[src/hw/rtl/lsh_pkg.sv]
`timescale 1ns / 1ps
`default_nettype none
// ----------------------------------------------------------------------------
// lsh_pkg
// Shared types, constants and helpers for the Laplacian sharpening stream.
// ----------------------------------------------------------------------------
package lsh_pkg;

    localparam int MAX_WIDTH_DEF  = 2048;
    localparam int MAX_HEIGHT_DEF = 2048;

    localparam int CHAN_W     = 8;
    localparam int NUM_CHAN   = 3;
    localparam int PIX_W      = CHAN_W * NUM_CHAN;
    localparam int DIM_REG_W  = 12;
    localparam int CFG_ADDR_W = 3;
    localparam int CFG_DATA_W = 32;
    localparam int MIN_DIM    = 3;

    localparam logic [DIM_REG_W-1:0] CFG_WIDTH_RST  = 12'd640;
    localparam logic [DIM_REG_W-1:0] CFG_HEIGHT_RST = 12'd480;

    // Register select, taken from paddr[2]
    localparam logic REG_WIDTH  = 1'b0;
    localparam logic REG_HEIGHT = 1'b1;

    typedef enum logic {
        CMD_PIXEL = 1'b0,
        CMD_FLUSH = 1'b1
    } t_cmd;

    // Per-transfer result request from the pointer control
    typedef struct packed {
        logic emit;
        logic border;
        logic last;
    } t_req;

    function automatic int unsigned clamp_dim(input logic [DIM_REG_W-1:0] v,
                                              input int unsigned hi);
        int unsigned r;
        r = int'(v);
        if (r < MIN_DIM) begin
            r = MIN_DIM;
        end else if (r > hi) begin
            r = hi;
        end
        return r;
    endfunction

endpackage
`default_nettype wire

[src/hw/rtl/lsh_ctrl.sv]
`timescale 1ns / 1ps
`default_nettype none
// ----------------------------------------------------------------------------
// lsh_ctrl
// Ring pointers, pending count and output position; generates the write
// address and the centre and four neighbour read addresses for each transfer.
// ----------------------------------------------------------------------------
module lsh_ctrl #(
    parameter int MAX_WIDTH  = lsh_pkg::MAX_WIDTH_DEF,
    parameter int MAX_HEIGHT = lsh_pkg::MAX_HEIGHT_DEF,
    localparam int WW        = $clog2(MAX_WIDTH + 1),
    localparam int HW        = $clog2(MAX_HEIGHT + 1),
    localparam int DEPTH     = 2 * MAX_WIDTH + 1,
    localparam int AW        = $clog2(DEPTH),
    localparam int RW        = $clog2(DEPTH + 1),
    localparam int PW        = $clog2(MAX_WIDTH + 2)
) (
    input  logic          i_clk,
    input  logic          i_rst_n,
    input  logic          i_restart,
    input  logic          i_accept,
    input  lsh_pkg::t_cmd i_cmd,
    input  logic [WW-1:0] i_width,
    input  logic [HW-1:0] i_height,
    input  logic [RW-1:0] i_ring,
    output lsh_pkg::t_req o_req,
    output logic          o_we,
    output logic [AW-1:0] o_waddr,
    output logic [AW-1:0] o_raddr_c,
    output logic [AW-1:0] o_raddr_u,
    output logic [AW-1:0] o_raddr_d,
    output logic [AW-1:0] o_raddr_l,
    output logic [AW-1:0] o_raddr_r
);

    logic [AW-1:0] r_wr_ptr, n_wr_ptr;
    logic [AW-1:0] r_out_ptr, n_out_ptr;
    logic [PW-1:0] r_pending, n_pending;
    logic [WW-1:0] r_col, n_col;
    logic [HW-1:0] r_row, n_row;
    logic [AW:0]   ring_x;
    logic [AW:0]   sum_dn;
    logic [AW:0]   sum_up;
    logic [AW-1:0] ring_top;
    logic          is_pixel;
    logic          col_end;
    logic          row_end;

    always_comb begin
        ring_x   = (AW+1)'(i_ring);
        ring_top = AW'(i_ring - RW'(1));
        sum_dn   = {1'b0, r_out_ptr} + (AW+1)'(i_width);
        sum_up   = sum_dn + (AW+1)'(1);
        is_pixel = (i_cmd == lsh_pkg::CMD_PIXEL);
        col_end  = (r_col == i_width - WW'(1));
        row_end  = (r_row == i_height - HW'(1));

        o_raddr_c = r_out_ptr;
        o_raddr_d = (sum_dn >= ring_x) ? AW'(sum_dn - ring_x) : AW'(sum_dn);
        o_raddr_u = (sum_up >= ring_x) ? AW'(sum_up - ring_x) : AW'(sum_up);
        o_raddr_r = (r_out_ptr == ring_top) ? '0 : r_out_ptr + AW'(1);
        o_raddr_l = (r_out_ptr == '0) ? ring_top : r_out_ptr - AW'(1);

        if (is_pixel) begin
            o_req.emit = (r_pending >= PW'(i_width) + PW'(1));
        end else begin
            o_req.emit = (r_pending != '0);
        end
        o_req.border = (r_row == '0) || row_end || (r_col == '0) || col_end;
        o_req.last   = row_end && col_end;

        o_we    = i_accept && is_pixel;
        o_waddr = r_wr_ptr;
    end

    always_comb begin
        n_wr_ptr  = r_wr_ptr;
        n_out_ptr = r_out_ptr;
        n_pending = r_pending;
        n_col     = r_col;
        n_row     = r_row;
        if (i_accept) begin
            if (is_pixel) begin
                n_wr_ptr = (r_wr_ptr == ring_top) ? '0 : r_wr_ptr + AW'(1);
            end
            if (o_req.emit) begin
                n_out_ptr = o_raddr_r;
                if (col_end) begin
                    n_col = '0;
                    n_row = row_end ? '0 : r_row + HW'(1);
                end else begin
                    n_col = r_col + WW'(1);
                end
            end
            if (is_pixel && !o_req.emit) begin
                n_pending = r_pending + PW'(1);
            end else if (!is_pixel && o_req.emit) begin
                n_pending = r_pending - PW'(1);
            end
        end
    end

    always_ff @(posedge i_clk) begin
        if (!i_rst_n || i_restart) begin
            r_wr_ptr  <= '0;
            r_out_ptr <= '0;
            r_pending <= '0;
            r_col     <= '0;
            r_row     <= '0;
        end else begin
            r_wr_ptr  <= n_wr_ptr;
            r_out_ptr <= n_out_ptr;
            r_pending <= n_pending;
            r_col     <= n_col;
            r_row     <= n_row;
        end
    end

`ifndef SYNTHESIS
    a_pend_bound : assert property (@(posedge i_clk) disable iff (!i_rst_n)
        r_pending <= PW'(i_width) + PW'(1))
        else $error("pending count beyond one row plus one pixel");

    a_col_range : assert property (@(posedge i_clk) disable iff (!i_rst_n)
        r_col < i_width)
        else $error("output column out of range");

    a_row_range : assert property (@(posedge i_clk) disable iff (!i_rst_n)
        r_row < i_height)
        else $error("output row out of range");

    a_ptr_gap : assert property (@(posedge i_clk) disable iff (!i_rst_n)
        ((r_wr_ptr >= r_out_ptr)
            ? ({1'b0, r_wr_ptr} - {1'b0, r_out_ptr})
            : ({1'b0, r_wr_ptr} + ring_x - {1'b0, r_out_ptr}))
        == (AW+1)'(r_pending))
        else $error("ring pointer gap disagrees with pending count");
`endif

endmodule
`default_nettype wire

[config.mk]
export PLATFORM = sky130hd
export DESIGN_NAME = lsh_ctrl
export DESIGN_NICKNAME = d
export VERILOG_FILES = /design/src/hw/rtl/lsh_pkg.sv /design/src/hw/rtl/lsh_ctrl.sv
export SDC_FILE = /design/constraint.sdc
export NUM_CORES = 1
export LEC_CHECK = 0
export BUFFER_PORTS_ARGS = -buffer_cell sky130_fd_sc_hd__buf_2
export CAP_MARGIN = 20
export CELL_PAD_IN_SITES_DETAIL_PLACEMENT = 1
export CELL_PAD_IN_SITES_GLOBAL_PLACEMENT = 1
export CORE_MARGIN = 2
export CORE_UTILIZATION = 47
export CTS_CLUSTER_DIAMETER = 200
export DETAILED_ROUTE_END_ITERATION = 7
export PLACE_DENSITY = 0.91
export SLEW_MARGIN = 30
export SYNTH_ARGS = -nofsm -noshare
export SYNTH_HDL_FRONTEND = slang
export SYNTH_SLANG_ARGS = --single-unit
[constraint.sdc]
create_clock -name i_clk -period 12.25 [get_ports i_clk]
set_input_delay 2.45 -clock i_clk [delete_from_list [all_inputs] [get_ports i_clk]]
set_output_delay 2.45 -clock i_clk [all_outputs]
set_load 0.02 [all_outputs]
Yosys cells after proc, flatten, opt, wreduce, memory -nomap -nowiden --
Cells that the tools add are included.
Operators by class: add/sub/neg operators 15, $lt $le $gt $ge 3, equality and inequality tests 4, multiplexer cells 10, bitwise logic cells 1, reduce and logical (&&, ||, !) cells 19
Operators by type and width (count):
- 13-bit 2-to-1 mux | 5
- 12-bit by 1-bit adder with 12-bit output (second input constant) | 4
- 12-bit 2-to-1 mux | 4
- 12-bit by 1-bit subtractor with 12-bit output (second input constant) | 3
- 14-bit by 13-bit >= comparator with 1-bit output | 2
- 13-bit by 1-bit adder with 13-bit output (second input constant) | 2
- 13-bit equality test | 2
- 13-bit by 1-bit subtractor with 13-bit output (second input constant) | 2
- 13-bit subtractor | 2
- 12-bit equality test | 2
- 12-bit zero test | 2
- 13-bit by 12-bit adder with 14-bit output | 1
- 14-bit by 1-bit adder with 14-bit output (second input constant) | 1
- 13-bit zero test | 1
- 12-bit >= comparator | 1
- 12-bit nonzero test | 1
- 2-bit AND reduction | 3
- 1-bit logical AND | 4
- 1-bit logical OR | 4
- 3-bit AND reduction | 1
- 1-bit zero test | 2
- 2-bit nonzero test | 1
- 1-bit 2-to-1 mux | 1
- 1-bit NOT | 1
Storage, ports and cells: register bits after elaboration 62, input bits 42, word-level logic and storage cells 57

Depth between registers and ports, before layout --
Gate-level depths: netlist (run 1).
word-level depth 7, mapped depth 21, mapped depth without buffers 20

Worst setup path after synthesis (run 1) --
No wires, ideal clock.
path kind input -> output, start in i_width[0], end out o_raddr_u[0], arrival 6.589 ns, required time 9.800 ns, path slack 3.211 ns, stages on the path 20, path buffers 1, cell sequence ha_1 -> inv_1 -> fa_1 -> nor2b_1 -> o2111a_1 -> nor4b_1 -> or3_1 -> xnor2_1 -> nand3_1 -> xnor2_1 -> ha_1 -> a21o_1 -> a21oi_1 -> o32ai_1 -> a211oi_1 -> o31ai_1 -> a211oi_1 -> o31ai_1 -> buf_4 -> mux2i_1
Between the ends: word-level cells in the longest chain between the ends 4, elaborated cells between the ends (all ways) 5
Ends and longest elaborated chain:
- start: declaration | line lsh_ctrl.sv:23 | input logic [WW-1:0] i_width,
- 13-bit by 12-bit adder with 14-bit output (*) | line lsh_ctrl.sv:52 | sum_dn = {1'b0, r_out_ptr} + (AW+1)'(i_width);
- 14-bit by 1-bit adder with 14-bit output (*) | line lsh_ctrl.sv:53 | sum_up = sum_dn + (AW+1)'(1);
- 13-bit subtractor or 14-bit by 13-bit >= comparator with 1-bit output (tied branches) | line lsh_ctrl.sv:60 | o_raddr_u = (sum_up >= ring_x) ? AW'(sum_up - ring_x) : AW'(sum_up);
- 13-bit 2-to-1 mux (*) | line lsh_ctrl.sv:60
- end: declaration | line lsh_ctrl.sv:30 | output logic [AW-1:0] o_raddr_u,
Mark *: on every way between the ends. The rest lies on a longest branch, timed or not.

Worst setup path after layout (run 1) --
start in i_width[0], end out o_raddr_u[12]
Same word-level chain as after synthesis.

==> results.cfg, run 1 <==
[status]
status = finished, final reports clean

[synth]
synth-seq-area-share = 0.154
synth_edf_count = 0
ys_seq_elements = 62
postSynthCellCount = 1067
async_flop_share = 0
synthSimpleGateAreaFrac = 0.262
synth_compound_area_frac = 0.157
synth_top_family_by_area = simple AND/OR/NAND/NOR gates
synthDistinctLibCells = 75
syn_nets = 1182
ys.flop_type = dfxtp_1
synthAdderAreaFrac = 0.121
synthMuxAreaShare = 0.0520
synth_xor_area_frac = 0.201
synth_area_sq_um = 8060
avgSynthCellArea_sq_um = 7.55
yosys_warnings = 0

[clocking]
cts_made_buffers = 9
cts_resized = 0
clkLatencyLatePin_ns = 0.35
cts-root-buf = clkbuf_16
cts.sinks = 62
clkTransAtPathRegs_ns = 0.06
post_cts_buffers = 0
cts_hold_buf = 0
cts_tree = built
clock_path_buffers = 2
h-tree-depth = 3

[sta]
rsz0062_at_grt = false
maxSlewViolCount = 0
period_minus_slack_ns = 10.17
finalCritPeriodShare = 0.830
fin_worst_skew_ns = 0.0160
finalHoldViolations = 0
setup_viol = 0
fmax_mhz = 98.4
maxSlewHeadroom = 0.380
tightest_slew_ns = 0.922
fin_setup_tns_ns = 0

[placement]
io_buffers = 123
place_area_sq_um = 8800
dp_hpwl_microns = 21200
routabilityCongestion = 0.900

[setup_path]
crit_type = input port to output pin
reg2reg_to = r_pending[11]
cp-startpoint = i_width[0]
reg2reg_slack_ns = 7.86
cp.required_ns = 9.80
worstRegToRegCells = 12
cp.arrival_ns = 7.72
start_kind = input port
critPathMaxFanout = 13
endpoint_kind = output pin
reg2reg_from = r_pending[2]
crit_end = o_raddr_u[12]

[routing]
viasPerCell = 6.19
avgRoutedWirePerCell_microns = 20.6
routed_wl_microns = 28400
drt-initial-drc-count = 639
postRouteAntennaNets = 0
num_vias = 8536
drc = 0
first_pass_iters = 4

[power]
vdd_drop_max_mv = 0.0655
p_per_area_nw_per_um2 = 85.3
power.leakage_nw = 3.90

[floorplan]
fp.dieH_microns = 135
die_area_sq_um = 18200
rows = 47
io_pins = 124
core_sq_um = 16700
start_util = 0.483
dieWidth_microns = 135

[layout]
layout-drive-gt1-share = 0.168
insertedDiodeCount = 0
area_growth_pct = 13.1
final_area_sq_um = 9110
mostFrequentLayoutCell = buf_2
layout_common_cells = 123 x buf_2, 108 x nor2_1, 99 x xnor2_1, 74 x nand2_1, 69 x ha_1
final_nets = 1268

[global_routing]
grt_max_degree = 29
grt_pass1_wl_microns = 45200
grt_pass1_vias = 8796
grt.overflow.total = 0
antenna_found_initial = 0
grt_usage = 0.307

[run]
max-cap-violations = 0

[min_path]
min_path_type = flop to flop
through the flow:
stage | utilization | std cells | power [mW] | hold slack [ns] | setup slack (ns)
finish | 0.546 | 1378 | 0.778 | 0.561 | 2.08
global route | 0.546 | 1378 | 0.811 | 0.588 | 1.68
CTS | 0.545 | 1378 | 0.773 | 0.556 | 2.14
detailed placement | 0.527 | 1362 | 0.504 | 0.541 | 2.18
global placement | 0.526 | 1362 | 0.493 | 0.525 | 2.53
floorplan | - | 1067 | 0.422 | 0.479 | 3.21
layer usage:
layer	track usage	part of all wire
met1	0.386	0.43
met2	0.533	0.49
met3	0.0518	0.058
met4	0.104	0.027
met5	0	0
cell families (layout without fill, tap and decap cells):
logic type / after synthesis / in the layout
AOI/OAI and AO/OA: 199 / 199
muxes: 39 / 39
xor gates and xnor gates: 174 / 174
and+or+nand+nor: 410 / 410
buffers and inverters: 107 / 198
DFF: 62 / 62
adders and majority gates: 76 / 76
worst min path at each step:
stage	from	to	slack (ns)	depth (start not counted)
2_1_floorplan	r_pending[6]	r_pending[6]	0.48	2
3_3_place_gp	r_pending[0]	r_pending[0]	0.52	2
3_5_place_dp	r_pending[0]	r_pending[0]	0.54	2
4_1_cts	r_col[1]	r_col[1]	0.56	2
5_1_grt	r_pending[4]	r_pending[4]	0.59	2
6_report	r_pending[4]	r_pending[4]	0.56	2
sequential cells by signal, indices dropped and copies added (netlist names):
register	cells
o_raddr_c	13
r_col	12
r_row	12
o_waddr	13
r_pending	12
report_power, final:
| part | internal, mW | leakage, nW | switching [mW] |
|---|---|---|---|
| clock network | 0.168 | 0.152 | 0.102 |
| registers | 0.205 | 0.500 | 0.00709 |
| logic | 0.113 | 3.24 | 0.182 |
critical path, cell delays in order:
cell      delay [ns]
buf_2           0.18
ha_1            0.22
inv_1           0.07
fa_1            0.41
nor2b_1         0.25
o22ai_1         0.17
xnor2_1         0.41
nand3_1         0.21
nor3b_1         0.46
nand3_1         0.15
xnor2_1         0.27
ha_1            0.34
a21o_1          0.20
a21oi_1         0.15
o32ai_1         0.10
a211oi_1        0.37
o31ai_1         0.13
a211oi_1        0.41
o31ai_4         0.27
mux2_2          0.33
buf_2           0.16
Yosys cell counts (12+ instances only):
| cell | n | area, sq um |
|---|---|---|
| nand2_1 | 74 | 278 |
| nor3_1 | 37 | 185 |
| nor4_1 | 21 | 131 |
| xor2_1 | 68 | 596 |
| nor2b_1 | 17 | 106 |
| a21oi_1 | 66 | 330 |
| nor2_1 | 109 | 409 |
| dfxtp_1 | 62 | 1240 |
| mux2_2 | 23 | 259 |
| nand3_1 | 43 | 215 |
| o21ai_0 | 44 | 220 |
| a21o_1 | 12 | 90.1 |
| or3_1 | 12 | 75.1 |
| xnor2_1 | 99 | 867 |
| inv_1 | 51 | 191 |
| mux2i_1 | 16 | 160 |
| nand4_1 | 25 | 156 |
| clkbuf_1 | 44 | 165 |
| ha_1 | 69 | 863 |
| and3_1 | 20 | 125 |
layout make-up:
| type | count | area [sq um] |
|---|---|---|
| Clock buffer | 12 | 256 |
| Inverter | 52 | 195 |
| Tap cell | 220 | 275 |
| Clock inverter | 4 | 45.0 |
| Multi-Input combinational cell | 898 | 6430 |
| Timing Repair Buffer | 130 | 668 |
| Fill cell | 2182 | 7590 |
| Sequential cell | 62 | 1240 |
Power figures use the tool's default switching activity.
==> run 2: changes to the inputs <==
CORE_UTILIZATION = 43   (was 47)
PLACE_DENSITY = 0.84   (was 0.91)
clock period = 10.7 ns   (was 12.25 ns; I/O delays follow)
==> run 2 against run 1 <==
- final cell count rose by 1.2%
- critical path depth did not move
- non-clock buffer count rose by 2
- total power rose by 16%
- hold slack got worse by 0.026 ns
- largest power group unchanged
==> results.cfg, run 2 (synthesis results as in run 1) <==
[status]
status = finished, final reports clean

[setup_path]
critPathMaxFanout = 13
cp.arrival_ns = 7.46
max_stage_delay_ns = 0.45
crit_chain = buf_2, ha_1, inv_1, fa_1, nor2b_1, o22ai_1, xnor2_1, nand3_1, nor3b_1, nand3_1, xnor2_1, ha_1, a21o_1, a21oi_1, o32ai_1, a211oi_1, o31ai_1, a211oi_1, o31ai_4, mux2_2, buf_2
cp-startpoint = i_width[0]
cp_slowest_cell = nor3b_1
crit_type = input port to output pin
endpoint_kind = output pin
reg2reg_slack_ns = 6.30
reg2reg_from = r_pending[2]
cp.required_ns = 8.56
start_kind = input port

[sta]
finalCritPeriodShare = 0.897
fin_setup_tns_ns = 0
maxSlewViolCount = 0
tightest_slew_ns = 1.01
maxSlewHeadroom = 0.326
finalHoldViolations = 0
rsz0062_at_grt = false
fin_worst_skew_ns = 0.0103
worst_hold_slack_ns = 0.535
fmax_mhz = 104
setup_viol = 0
period_minus_slack_ns = 9.60

[floorplan]
die_area_sq_um = 19900
core_sq_um = 18500
rows = 50
io_pins = 124
fp.dieH_microns = 141
dieWidth_microns = 141
start_util = 0.435

[clocking]
cts_hold_buf = 0
cts_made_buffers = 9
cts-root-buf = clkbuf_16
clock_path_buffers = 2
clkTransAtPathRegs_ns = 0.06
cts_tree = built
post_cts_buffers = 0
cts_resized = 0
cts.sinks = 62
clkLatencyLatePin_ns = 0.35
h-tree-depth = 3

[routing]
avgRoutedWirePerCell_microns = 19.1
drc = 0
routed_wl_microns = 26600
drt-initial-drc-count = 516
first_pass_iters = 5
viasPerCell = 5.98
num_vias = 8343
postRouteAntennaNets = 0

[global_routing]
grt_max_degree = 29
grtUsageMet1 = 0.356
use_met3 = 0.0275
grtUsageMet2 = 0.446
grt.overflow.total = 0
grt_pass1_wl_microns = 43000
grt_pass1_vias = 8385
busiest_layer = met2
antenna_found_initial = 0
grt_usage = 0.266

[placement]
dp_hpwl_microns = 20900
io_buffers = 123
routabilityCongestion = 0.879

[power]
vdd_drop_max_mv = 0.0816
p_per_area_nw_per_um2 = 98.2
power.leakage_nw = 3.90
p_total_mw = 0.899

[min_path]
min_path_type = flop to flop
min_from = r_pending[6]

[layout]
final_nets = 1270
layout_common_cells = 123 x buf_2, 108 x nor2_1, 99 x xnor2_1, 74 x nand2_1, 69 x ha_1
mostFrequentLayoutCell = buf_2
area_growth_pct = 13.5
layout-drive-gt1-share = 0.166
insertedDiodeCount = 0

[run]
max-cap-violations = 0
run 2: changes by cell type in the layout (fill, tap and decap cells not counted), moves of 2 or more:
cell,change
nor2b_2,-2
buf_4,+2
nor2b_1,+2
clkbuf_8,-2
run 2: final timing paths:
check                       end  cells past startpoint
setup / recovery   o_raddr_u[1]                     21
hold / removal     r_pending[6]                      2
setup reg to reg  r_pending[11]                     12
hold reg to reg    r_pending[6]                      2
run 2: metal layers:
layer / vias up / wire, microns
met3: 62 / 1050
met4: 0 / 790
met5: - / 0
li1: 3977 / -
met2: 218 / 12700
met1: 4086 / 12100
run 2: area by class of cell:
cell class / instances / area, sq um
Timing Repair Buffer: 132 / 683
Tap cell: 234 / 293
Clock buffer: 10 / 229
Fill cell: 2373 / 9370
Clock inverter: 6 / 86.3
Sequential cell: 62 / 1240
Multi-Input combinational cell: 898 / 6420
Inverter: 52 / 195
run 2: critical path, delay by kind of cell:
family	cells	cell delay, ns
AO/OA/AOI/OAI	8	1.86
AND/OR/NAND/NOR	4	1.08
adder cells (fa/ha/maj)	3	0.97
XOR/XNOR	2	0.66
buffers and inverters	3	0.41
multiplexers	1	0.35
run 2: power breakdown:
group | total [mW] | switching, mW | internal, mW
clock network | 0.321 | 0.118 | 0.204
registers | 0.243 | 0.00814 | 0.235
logic | 0.334 | 0.205 | 0.129
run 2: per-stage QoR:
stage	util	cell area, sq um	setup WS [ns]	instances
after detailed placement	0.477	8830	1.14	1378
after floorplan	-	8060	2.28	1067
final	0.494	9150	1.10	1394
after global placement	0.476	8820	1.54	1378
after CTS	0.494	9150	1.15	1394
after global routing	0.494	9150	0.630	1394
