===== src/hw/rtl/lsh_pkg.sv =====
`timescale 1ns / 1ps
`default_nettype none
// ----------------------------------------------------------------------------
// lsh_pkg
// Shared types, constants and helpers for the Laplacian sharpening stream.
// ----------------------------------------------------------------------------
package lsh_pkg;

    localparam int MAX_WIDTH_DEF  = 2048;
    localparam int MAX_HEIGHT_DEF = 2048;

    localparam int CHAN_W     = 8;
    localparam int NUM_CHAN   = 3;
    localparam int PIX_W      = CHAN_W * NUM_CHAN;
    localparam int DIM_REG_W  = 12;
    localparam int CFG_ADDR_W = 3;
    localparam int CFG_DATA_W = 32;
    localparam int MIN_DIM    = 3;

    localparam logic [DIM_REG_W-1:0] CFG_WIDTH_RST  = 12'd640;
    localparam logic [DIM_REG_W-1:0] CFG_HEIGHT_RST = 12'd480;

    // Register select, taken from paddr[2]
    localparam logic REG_WIDTH  = 1'b0;
    localparam logic REG_HEIGHT = 1'b1;

    typedef enum logic {
        CMD_PIXEL = 1'b0,
        CMD_FLUSH = 1'b1
    } t_cmd;

    // Per-transfer result request from the pointer control
    typedef struct packed {
        logic emit;
        logic border;
        logic last;
    } t_req;

    function automatic int unsigned clamp_dim(input logic [DIM_REG_W-1:0] v,
                                              input int unsigned hi);
        int unsigned r;
        r = int'(v);
        if (r < MIN_DIM) begin
            r = MIN_DIM;
        end else if (r > hi) begin
            r = hi;
        end
        return r;
    endfunction

endpackage
`default_nettype wire


===== src/hw/rtl/lsh_lane.sv =====
`timescale 1ns / 1ps
`default_nettype none
// ----------------------------------------------------------------------------
// lsh_lane
// One colour channel: five-point Laplacian sharpen with saturation, or bypass
// on border pixels.
// ----------------------------------------------------------------------------
module lsh_lane (
    input  logic                      i_border,
    input  logic [lsh_pkg::CHAN_W-1:0] i_c,
    input  logic [lsh_pkg::CHAN_W-1:0] i_u,
    input  logic [lsh_pkg::CHAN_W-1:0] i_l,
    input  logic [lsh_pkg::CHAN_W-1:0] i_r,
    input  logic [lsh_pkg::CHAN_W-1:0] i_d,
    output logic [lsh_pkg::CHAN_W-1:0] o_pix
);

    localparam int ACC_W = lsh_pkg::CHAN_W + 4;

    logic signed [ACC_W-1:0] acc;
    logic [ACC_W-3:0]        quo;

    always_comb begin
        acc = $signed({1'b0, i_c, 3'b000})
            - $signed({4'b0000, i_u}) - $signed({4'b0000, i_l})
            - $signed({4'b0000, i_r}) - $signed({4'b0000, i_d});
        // negative sums truncate to zero or below, so saturate straight to 0
        quo = acc[ACC_W-1:2];
        if (i_border) begin
            o_pix = i_c;
        end else if (acc < 0) begin
            o_pix = '0;
        end else if (quo > (ACC_W-2)'(255)) begin
            o_pix = '1;
        end else begin
            o_pix = quo[lsh_pkg::CHAN_W-1:0];
        end
    end

endmodule
`default_nettype wire


===== config.mk =====
export PLATFORM = sky130hd
export DESIGN_NAME = lsh_lane
export DESIGN_NICKNAME = d
export VERILOG_FILES = /design/src/hw/rtl/lsh_pkg.sv /design/src/hw/rtl/lsh_lane.sv
export SDC_FILE = /design/constraint.sdc
export NUM_CORES = 1
export LEC_CHECK = 0
export ABC_AREA = 1
export BUFFER_PORTS_ARGS = -buffer_cell sky130_fd_sc_hd__buf_2
export CAP_MARGIN = 20
export CORE_MARGIN = 2
export CORE_UTILIZATION = 47
export DETAILED_ROUTE_END_ITERATION = 10
export PLACE_DENSITY = 0.81
export SLEW_MARGIN = 10
export SYNTH_ARGS = -nofsm -noshare
export SYNTH_HDL_FRONTEND = slang
export SYNTH_SLANG_ARGS = --single-unit

===== constraint.sdc =====
create_clock -name vclk -period 4.66
set_input_delay 0.932 -clock vclk [all_inputs]
set_output_delay 0.932 -clock vclk [all_outputs]
set_load 0.1 [all_outputs]

; ---- After elaboration in Yosys (flattened, before gate mapping)
; Cells that the tools add are included.
; Widths: inputs -> output; s select.
[totals]
register_bits = 0
latch_bits = 0
ramBits = 0
rom_bits = 0
input_bits = 41
mem_count = 0
[classes]
n_addsub = 4
mul = 0
div = 0
magnitude_cmp = 2
eq_ne = 0
shifts = 0
n_mux = 3
n_bitwise = 0
reduce_logical = 0
[ops]
columns = operator, count
row1 = $sub 12x9->12, 3
row2 = $mux 8, 3
row3 = $lt 12x1->1 const B, 1
row4 = $sub 11x8->12, 1
row5 = $gt 10x8->1 const B, 1

; ---- Logic depth before layout (Yosys ltp)
; Gate-level depths: netlist (run 1).
[logic_depth]
ltp_word = 8
depth_mapped = 18

; ---- Worst setup path before layout (run 1)
; No wires, ideal clock.
[synth_timing]
path_type = input-to-output
start = input i_u[1] in the netlist's numbering
end = output o_pix[1] in the netlist's numbering
t_arrival_ps = 4649
t_required_ps = 3728
setup_slack_ps = -921
path_stages = 16
path_buffers = 0
path_cell_list = inv_1 > fa_1 > inv_1 > fa_1 > fa_1 > inv_1 > ha_1 > fa_1 > nand3_1 > nand3_2 > nand2_1 > nand2_1 > nand2_1 > nand2_2 > o21ai_0 > o21ai_0
[synth_between]
elab_chain_len = 8
word_cells_on_any_way = 9
classes_between = add/sub (4) / order compare (2) / mux (3)
[synth_rtl]
columns = item, line
row1 = "start, declared", lsh_lane.sv:11  ; input logic [lsh_pkg::CHAN_W-1:0] i_u,
row2 = $sub 11x8->12 *, lsh_lane.sv:25  ; - $signed({4'b0000, i_u}) - $signed({4'b0000, i_l})
row3 = $sub 12x9->12 *, lsh_lane.sv:25
row4 = $sub 12x9->12 * (2 in series), lsh_lane.sv:26  ; - $signed({4'b0000, i_r}) - $signed({4'b0000, i_d});
row5 = $gt 10x8->1, lsh_lane.sv:33  ; end else if (quo > (ACC_W-2)'(255)) begin
row6 = $mux 8, lsh_lane.sv:33
row7 = $mux 8 *, lsh_lane.sv:31  ; end else if (acc < 0) begin
row8 = $mux 8 *, lsh_lane.sv:29  ; if (i_border) begin
row9 = "end, declared", lsh_lane.sv:15  ; output logic [lsh_pkg::CHAN_W-1:0] o_pix
; Mark *: on every way between the ends. The rest lies on a longest branch, timed or not.

; ---- Worst setup path after layout (run 1)
[layout_timing]
start = input i_u[1] in the netlist's numbering
end = output o_pix[2] in the netlist's numbering
; The elaborated chain is that of the path after synthesis.

==> results_dict.tcl, run 1 <==
set metrics [dict create \
    status "finished, violations left" \
    failed_checks "setup timing" \
    rsz0062_at_grt "yes" \
    cpMaxStageDelayCell "fa_2" \
    core_sq_um 2450 \
    seq_area_frac_synth_pct 0 \
    setup_ws_ns -0.373 \
    max_slew_margin_pct 79.1 \
    cpPeakStageDelay_ns 0.56 \
    overflow 0 \
    grt_pass1_wl_microns 4810 \
    rows 18 \
    drtAntennaViolNets 0 \
    cpMostUsedCell "nand2_1" \
    synth_fp_nets 253 \
    dr_total_vias 1257 \
    synthDominantCellAreaShare_pct 36.7 \
    maxSlewViolCount 0 \
    initial_core_util_pct 48.8 \
    synthCells 181 \
    io_buffers 49 \
    instances_no_fill 273 \
    gp_congestion 0.835 \
    post-route-util_pct 80.3 \
    grt_start_max_net_pins 9 \
    crit_path_max_fanout 6 \
    p_leak_nw 1.11 \
    seqCellArea_sq_um 0 \
    die_width_microns 54.5 \
    fmax_mhz 199 \
    dp_hpwl_microns 2450 \
    synth_area_leaders "fa_1 (37%), inv_1 (19%), nand2_1 (17%), ha_1 (9.4%), xnor2_1 (3.7%)" \
    first_pass_iters 4 \
    fillCellCount 156 \
    avgRoutedWirePerCell_microns 11.3 \
    clockBufferCount 0 \
    maxCapViolCount 0 \
    antenna_found_initial 0 \
    worstPathCellList "buf_6 > inv_4 > fa_2 > inv_2 > fa_2 > fa_1 > inv_1 > ha_2 > fa_2 > nand3_2 > nand3_2 > nand2_1 > nand2_1 > nand2_1 > nand2_2 > nor2_4 > nand2_1 > nand2_2 > nand2_8 > buf_12" \
    antenna_cells 0 \
    worstPathArrival_ns 4.10 \
    worst_pin_slew_ns 0.313 \
    grt_pass1_vias 1198 \
    crit_type "primary input to output port" \
    drtIter0Drc 5 \
    crit_family "adder cells" \
    period_share_pct 108 \
    syn-cell-area_sq_um 1200 \
    holdBufCountCts 0 \
    end_kind "output port" \
    finalSetupViolCount 8 \
    cp-start-kind "primary input" \
    dp.cells 268 \
    min_path_type "primary input to output port" \
    yosysTopAreaCell "fa_1" \
    avgSynthCellArea_sq_um 6.62 \
    ys_types 18 \
    finalHoldViolations 0 \
    yosys-top-cells-count "inv_1 (61), nand2_1 (55), fa_1 (22)" \
    yosysWarnings 0 \
    grtUsageTotal_pct 22.5 \
    path_buf_inv 5 \
    drc 0 \
    multi_input_area_sq_um 1180 \
    nets 317 \
    period_needed_ns 5.03 \
    ir_drop_mv 0.505 \
    routed_via_density 4.60 \
    die_h_microns 54.5 \
    die_area_sq_um 2970 \
    cp_data_required_time_ns 3.73 \
    syn2layout_area_growth_pct 64.4 \
    pwr_density_cell_nw_per_um2 485 \
    wl_microns 3090 \
    drive_gt1_share_pct 45.3 \
    synth.most_common_cell "inv_1" \
    io_pins 49 \
    flops_and_latches 0 \
]
path summary, 6_finish.rpt:
kind / startpoint / endpoint / cells after the start / slack, ns
worst min-delay path: i_c[6] / o_pix[6] / 4 / 2.32
worst max-delay path: i_u[1] / o_pix[2] / 20 / -0.37
routing by layer:
metal / vias to the layer above / routed length [microns] / GRT usage, % / share of wire (%)
met5: - / 0 / 0 / 0
met4: 0 / 64 / 5.83 / 2.1
met3: 6 / 128 / 0.820 / 4.1
met2: 37 / 1730 / 45.8 / 56
met1: 587 / 1160 / 25.0 / 38
li1: 627 / - / - / -
what timing repair did:
| item | 4_1_cts | 5_1_grt |
|---|---|---|
| setup buffers | 4 | 1 |
| gates cloned | 0 | 0 |
| endpoints found under the setup margin | 8 | 8 |
| pin swaps | 27 | 2 |
| gates resized for setup | 19 | 4 |
kinds of logic after synthesis:
family | count (synthesis) | share of synthesized area, %
XOR/XNOR | 5 | 3.65
AO/OA/AOI/OAI | 6 | 2.82
adder cells (fa/ha/maj) | 31 | 46.1
AND/OR/NAND/NOR | 74 | 27.0
buffers and inverters | 65 | 20.4
power breakdown:
part	switching, mW	internal (mW)
Sequential	0	0
Clock	0	0
Combinational	0.538	0.417
final cells by class:
class	instances	area share (%)
inverter	64	13.0
tap	30	1.90
timing repair buffer	63	25.1
multi-input combinational	116	60.0
cell usage in the layout, fill, tap and decap left out, types with 3 or more instances in the layout:
master   netlist  routed
nand2_2        3      10
nand3_2        2       3
buf_4          0      14
buf_6          0       4
buf_2          0      37
fa_2           0       4
fa_1          22      18
ha_1           9       4
ha_4           0       4
inv_2          3       6
nand2_8        0       6
nor2_1         4       4
xnor2_1        5       5
inv_1         61      55
nand3_1        5       4
nand2_1       55      40
buf_12         0       8
stage by stage:
step / total power, mW / setup TNS, ns / instance area, sq um / setup slack (ns) / hold slack [ns]
2_1_floorplan: 0.616 / -0.945 / 1380 / -0.128 / 2.14
3_3_place_gp: 0.859 / -3.38 / 1850 / -0.435 / 2.28
3_5_place_dp: 0.868 / -3.51 / 1850 / -0.461 / 2.31
4_1_cts: 0.928 / -2.29 / 1950 / -0.298 / 2.32
5_1_grt: 1.03 / -3.71 / 1970 / -0.519 / 2.34
6_report: 0.955 / -2.56 / 1970 / -0.373 / 2.32
Power figures use the tool's default switching activity.
==> run 2: changes to the inputs <==
--- a/config.mk
+++ b/config.mk
@@ -13,4 +13,5 @@
 export DETAILED_ROUTE_END_ITERATION = 10
 export PLACE_DENSITY = 0.81
+export SETUP_SLACK_MARGIN = 0.2
 export SLEW_MARGIN = 10
 export SYNTH_ARGS = -nofsm -noshare
==> constraint.sdc (replaced) <==
create_clock -name vclk -period 4.66
set_input_delay 0.932 -clock vclk [all_inputs]
set_output_delay 0.932 -clock vclk [all_outputs]
set_load 0.005 [all_outputs]
==> run 2 against run 1 <==
Net effect:
- the run still ends with setup timing left
- final cell count fell by 1.8%
- core utilization is 13 points lower
- non-clock buffer count is 5 lower
- wire length is 15% lower
- largest power group unchanged
==> results_dict.tcl, run 2 (same netlist as run 1, synthesis figures left out) <==
set metrics [dict create \
    drive_gt1_share_pct 36.6 \
    worstPathCellList "buf_4 > inv_8 > fa_1 > inv_2 > fa_1 > inv_2 > fa_2 > fa_2 > nand3_2 > nand3_2 > nand2_2 > nand2_1 > nand2_1 > nand2_2 > nor2_4 > nand2_1 > nand2_1 > nand2_1 > buf_2" \
    p_seq_share_pct 0 \
    post-route-util_pct 67.0 \
    clkPwrFrac_pct 0 \
    wl_microns 2620 \
    period_share_pct 105 \
    rsz0062_at_grt "yes" \
    overflow 0 \
    cpMaxStageDelayCell "fa_1" \
    finalSetupViolCount 8 \
    die_area_sq_um 2970 \
    nets 312 \
    pwr-share-comb_pct 100.0 \
    antenna_found_initial 0 \
    worst_pin_slew_ns 0.236 \
    io_buffers 49 \
    p_total_uw 609 \
    initial_core_util_pct 48.8 \
    die_h_microns 54.5 \
    period_needed_ns 4.90 \
    core_sq_um 2450 \
    fmax_mhz 204 \
    final_area_sq_um 1650 \
    crit_path_max_fanout 6 \
    whs_ns 2.15 \
    cp-start-kind "primary input" \
    pwr_density_cell_nw_per_um2 370 \
    holdBufCountCts 0 \
    dr_total_vias 1190 \
    swShare_pct 51.2 \
    maxCapViolCount 0 \
    fillCellCount 226 \
    grt_pass1_vias 1028 \
    failed_checks "setup timing" \
    grtUsageTotal_pct 18.1 \
    status "finished, violations left" \
    first_pass_iters 4 \
    cp_data_required_time_ns 3.73 \
    intPower_uw 297 \
    avgRoutedWirePerCell_microns 9.77 \
    max_slew_margin_pct 84.2 \
    cpPeakStageDelay_ns 0.55 \
    maxSlewViolCount 0 \
    clockBufferCount 0 \
    mostFrequentLayoutCell "inv_1" \
    pre_cts_slack_ns -0.360 \
    p_leak_nw 1.01 \
    rows 18 \
    place_area_sq_um 1560 \
    drc 0 \
    final_cell_mix "inv_1 (55), nand2_1 (54), buf_2 (47)" \
    seqCellArea_sq_um 0 \
    crit_type "primary input to output port" \
    min_path_type "primary input to output port" \
    finalHoldViolations 0 \
    routed_via_density 4.44 \
    syn2layout_area_growth_pct 37.3 \
    ir_drop_mv 0.324 \
    flops_and_latches 0 \
    cpMostUsedCell "nand2_1" \
    p_switching_uw 312 \
    die_width_microns 54.5 \
    io_pins 49 \
    dp_hpwl_microns 2250 \
    gp_congestion 0.874 \
    drtAntennaViolNets 0 \
    grt_start_max_net_pins 9 \
    worstPathArrival_ns 3.97 \
    antenna_cells 0 \
    setup_ws_ns -0.241 \
    end_kind "output port" \
    grt_pass1_wl_microns 3970 \
    drtIter0Drc 10 \
]
## run 2: changes by cell type in the layout (fill, tap and decap cells not counted), sizes merged
cell  previous run  this run
buf             63        58
## run 2: cell type report
type / instances / area (sq um) / area share [%]
multi-input cells: 116 / 1030 / 62.4
well taps: 30 / 37.5 / 2.28
inverters: 64 / 248 / 15.1
repair buffers: 58 / 334 / 20.3
## run 2: power by group through the flow
stage | combinational, mW | sequential, mW | clock [mW]
after floorplan | 0.374 | 0 | 0
after global placement | 0.533 | 0 | 0
after detailed placement | 0.539 | 0 | 0
after CTS | 0.602 | 0 | 0
after global routing | 0.686 | 0 | 0
final | 0.609 | 0 | 0
## run 2: what timing repair did
action / in CTS / in global routing
buffers inserted: 1 / 0
cloned: 0 / 0
pin swaps: 10 / 4
gates resized for setup: 8 / 6
setup endpoints to repair: 8 / 8
## run 2: worst paths after layout
kind / from / end / slack [ns] / depth (start not counted)
worst max-delay path: i_u[3] / o_pix[3] / -0.24 / 19
worst min-delay path: i_c[4] / o_pix[4] / 2.15 / 4
## run 2: worst max-delay path: cells and delay by family
kind,cells,cell delay (ns)
adders and majority gates,4,1.90
and+or+nand+nor,10,0.77
buffers and inverters,5,0.36
## run 2: through the flow
step / setup TNS, ns / instances
6_report: -1.56 / 268
5_1_grt: -2.78 / 268
4_1_cts: -1.33 / 268
3_5_place_dp: -2.61 / 267
3_3_place_gp: -2.24 / 267
2_1_floorplan: 0 / 181
## run 2: per-layer routing
layer	routed length, microns	global-route usage [%]	part of all wire (%)
met1	1080	21.6	41
met2	1440	37.6	55
met3	102	0.273	3.9
met4	0	0	0
met5	0	0	0
==> run 3: changes to the inputs <==
- BUFFER_PORTS_ARGS: -buffer_cell sky130_fd_sc_hd__buf_2 -> -buffer_cell sky130_fd_sc_hd__buf_4
- CORE_UTILIZATION: 47 -> 46
- PLACE_DENSITY: 0.81 -> 0.8
==> run 3 against run 2 <==
Net effect:
- the flow still finishes with violations (setup timing)
- global-route usage decreased by 0.33 points
- sequential cell count unchanged
- first-iteration DRC count increased by 70%
- critical path depth increased by 1
- die area increased by 2.0%
- via count decreased by 0.67%
- worst hold slack got worse by 0.0034 ns
- wire length decreased by 0.88%
- core utilization increased by 4.1 points
- combinational power increased by 3.3%
- highest routed layer is now met4
- total power increased by 3.3%
- final cell count decreased by 0.37%
==> results_dict.tcl, run 3 (same netlist as run 1, synthesis figures left out) <==
set metrics [dict create \
    final_cell_mix "inv_1 (57), nand2_1 (54), buf_4 (50)" \
    wl_microns 2600 \
    grt_pass1_vias 1037 \
    io_pins 49 \
    pwr_density_cell_nw_per_um2 357 \
    rows 18 \
    syn2layout_area_growth_pct 47.1 \
    min_path_type "primary input to output port" \
    crit_type "primary input to output port" \
    io_buffers 49 \
    period_share_pct 105 \
    flops_and_latches 0 \
    cp-start-kind "primary input" \
    cp_data_required_time_ns 3.73 \
    clockBufferCount 0 \
    end_kind "output port" \
    ir_drop_mv 0.272 \
    grt_pass1_wl_microns 4030 \
    nets 311 \
    die_width_microns 55.0 \
    drtAntennaViolNets 0 \
    fmax_mhz 205 \
    core_sq_um 2480 \
    instances_no_fill 267 \
    seqCellArea_sq_um 0 \
    p_total_uw 629 \
    overflow 0 \
    routed_via_density 4.43 \
    dp_hpwl_microns 2230 \
    first_pass_iters 4 \
    drc 0 \
    mostFrequentLayoutCell "inv_1" \
    maxSlewViolCount 0 \
    setup_ws_ns -0.222 \
    gp_congestion 0.832 \
    avgRoutedWirePerCell_microns 9.72 \
    finalHoldViolations 0 \
    holdBufCountCts 0 \
    max_slew_margin_pct 80.5 \
    pwr-share-comb_pct 100.0 \
    swShare_pct 50.5 \
    fillCellCount 218 \
    grt_start_max_net_pins 9 \
    crit_path_max_fanout 6 \
    cp-endpoint "o_pix[2]" \
    worstPathArrival_ns 3.95 \
    intPower_uw 311 \
    die_area_sq_um 3030 \
    die_h_microns 55.0 \
    failed_checks "setup timing" \
    drtIter0Drc 17 \
    grtUsageTotal_pct 17.8 \
    p_switching_uw 318 \
    initial_core_util_pct 48.4 \
    startpoint "i_u[1]" \
    clkPwrFrac_pct 0 \
    dp.cells 264 \
    dr_total_vias 1182 \
    worst_pin_slew_ns 0.290 \
    antenna_found_initial 0 \
    p_seq_share_pct 0 \
    status "finished, violations left" \
    maxCapViolCount 0 \
    rsz0062_at_grt "yes" \
    antenna_cells 0 \
    finalSetupViolCount 8 \
    p_leak_nw 1.05 \
    period_needed_ns 4.88 \
    drive_gt1_share_pct 35.0 \
]
[run 3: changes by cell type in the layout (fill, tap and decap cells not counted)]
cell	previous run	this run
inv_1	55	57
fa_1	19	20
fa_2	3	2
buf_4	9	50
inv_2	8	6
buf_12	1	0
buf_2	47	0
buf_6	1	7
[run 3: worst min path at each step]
stage,startpoint,slack [ns],endpoint,cells after the start
3_3_place_gp,i_c[4],2.14,o_pix[4],4
2_1_floorplan,i_c[3],1.95,o_pix[3],2
5_1_grt,i_c[2],2.16,o_pix[2],4
3_5_place_dp,i_c[3],2.14,o_pix[3],4
4_1_cts,i_c[6],2.14,o_pix[6],4
6_report,i_c[4],2.14,o_pix[4],4
[run 3: per-stage QoR]
stage | cell area, sq um | setup TNS, ns | setup slack [ns] | utilization, % | hold slack, ns
after floorplan | 1220 | 0 | 0.0411 | - | 1.95
after CTS | 1750 | -1.42 | -0.202 | 70.7 | 2.14
final | 1760 | -1.44 | -0.222 | 71.2 | 2.14
after global routing | 1760 | -3.16 | -0.445 | 71.2 | 2.16
after detailed placement | 1660 | -2.55 | -0.334 | 66.9 | 2.14
after global placement | 1660 | -2.24 | -0.294 | 66.9 | 2.14
[run 3: area by class of cell]
class | instances | area, sq um | share of cell area, %
Multi-Input combinational cell | 116 | 1020 | 58.1
Inverter | 64 | 248 | 14.1
Tap cell | 30 | 37.5 | 2.13
Timing Repair Buffer | 57 | 454 | 25.8
[run 3: what timing repair did]
| action | 4_1_cts | 5_1_grt |
|---|---|---|
| pin swaps | 17 | 3 |
| setup buffers | 3 | 0 |
| endpoints found under the setup margin | 8 | 8 |
| resized for setup | 13 | 3 |
[run 3: worst max-delay path: stages]
cell and delay, ns:
buf_6 0.07, inv_2 0.03, fa_1 0.52, inv_1 0.05, fa_2 0.34, fa_1 0.51, inv_1 0.05, ha_2 0.20
fa_2 0.37, nand3_2 0.08, nand3_2 0.07, nand2_2 0.08, nand2_1 0.05, nand2_1 0.06, nand2_2 0.08, nor2_4 0.16
nand2_1 0.09, nand2_1 0.07, nand2_1 0.05, buf_4 0.13
[run 3: power by group through the flow]
stage | Combinational, mW | Clock [mW] | Sequential (mW)
3_5_place_dp | 0.544 | 0 | 0
5_1_grt | 0.709 | 0 | 0
2_1_floorplan | 0.374 | 0 | 0
4_1_cts | 0.617 | 0 | 0
6_report | 0.629 | 0 | 0
3_3_place_gp | 0.534 | 0 | 0
[run 3: metal layers]
layer  global-route usage (%)  vias to the layer above  share of wire, %
li1                         -                      617                 -
met1                     23.5                      526                41
met2                     32.5                       35                52
met3                    0.538                        4               5.5
met4                     3.25                        0               1.8
met5                        0                        -                 0
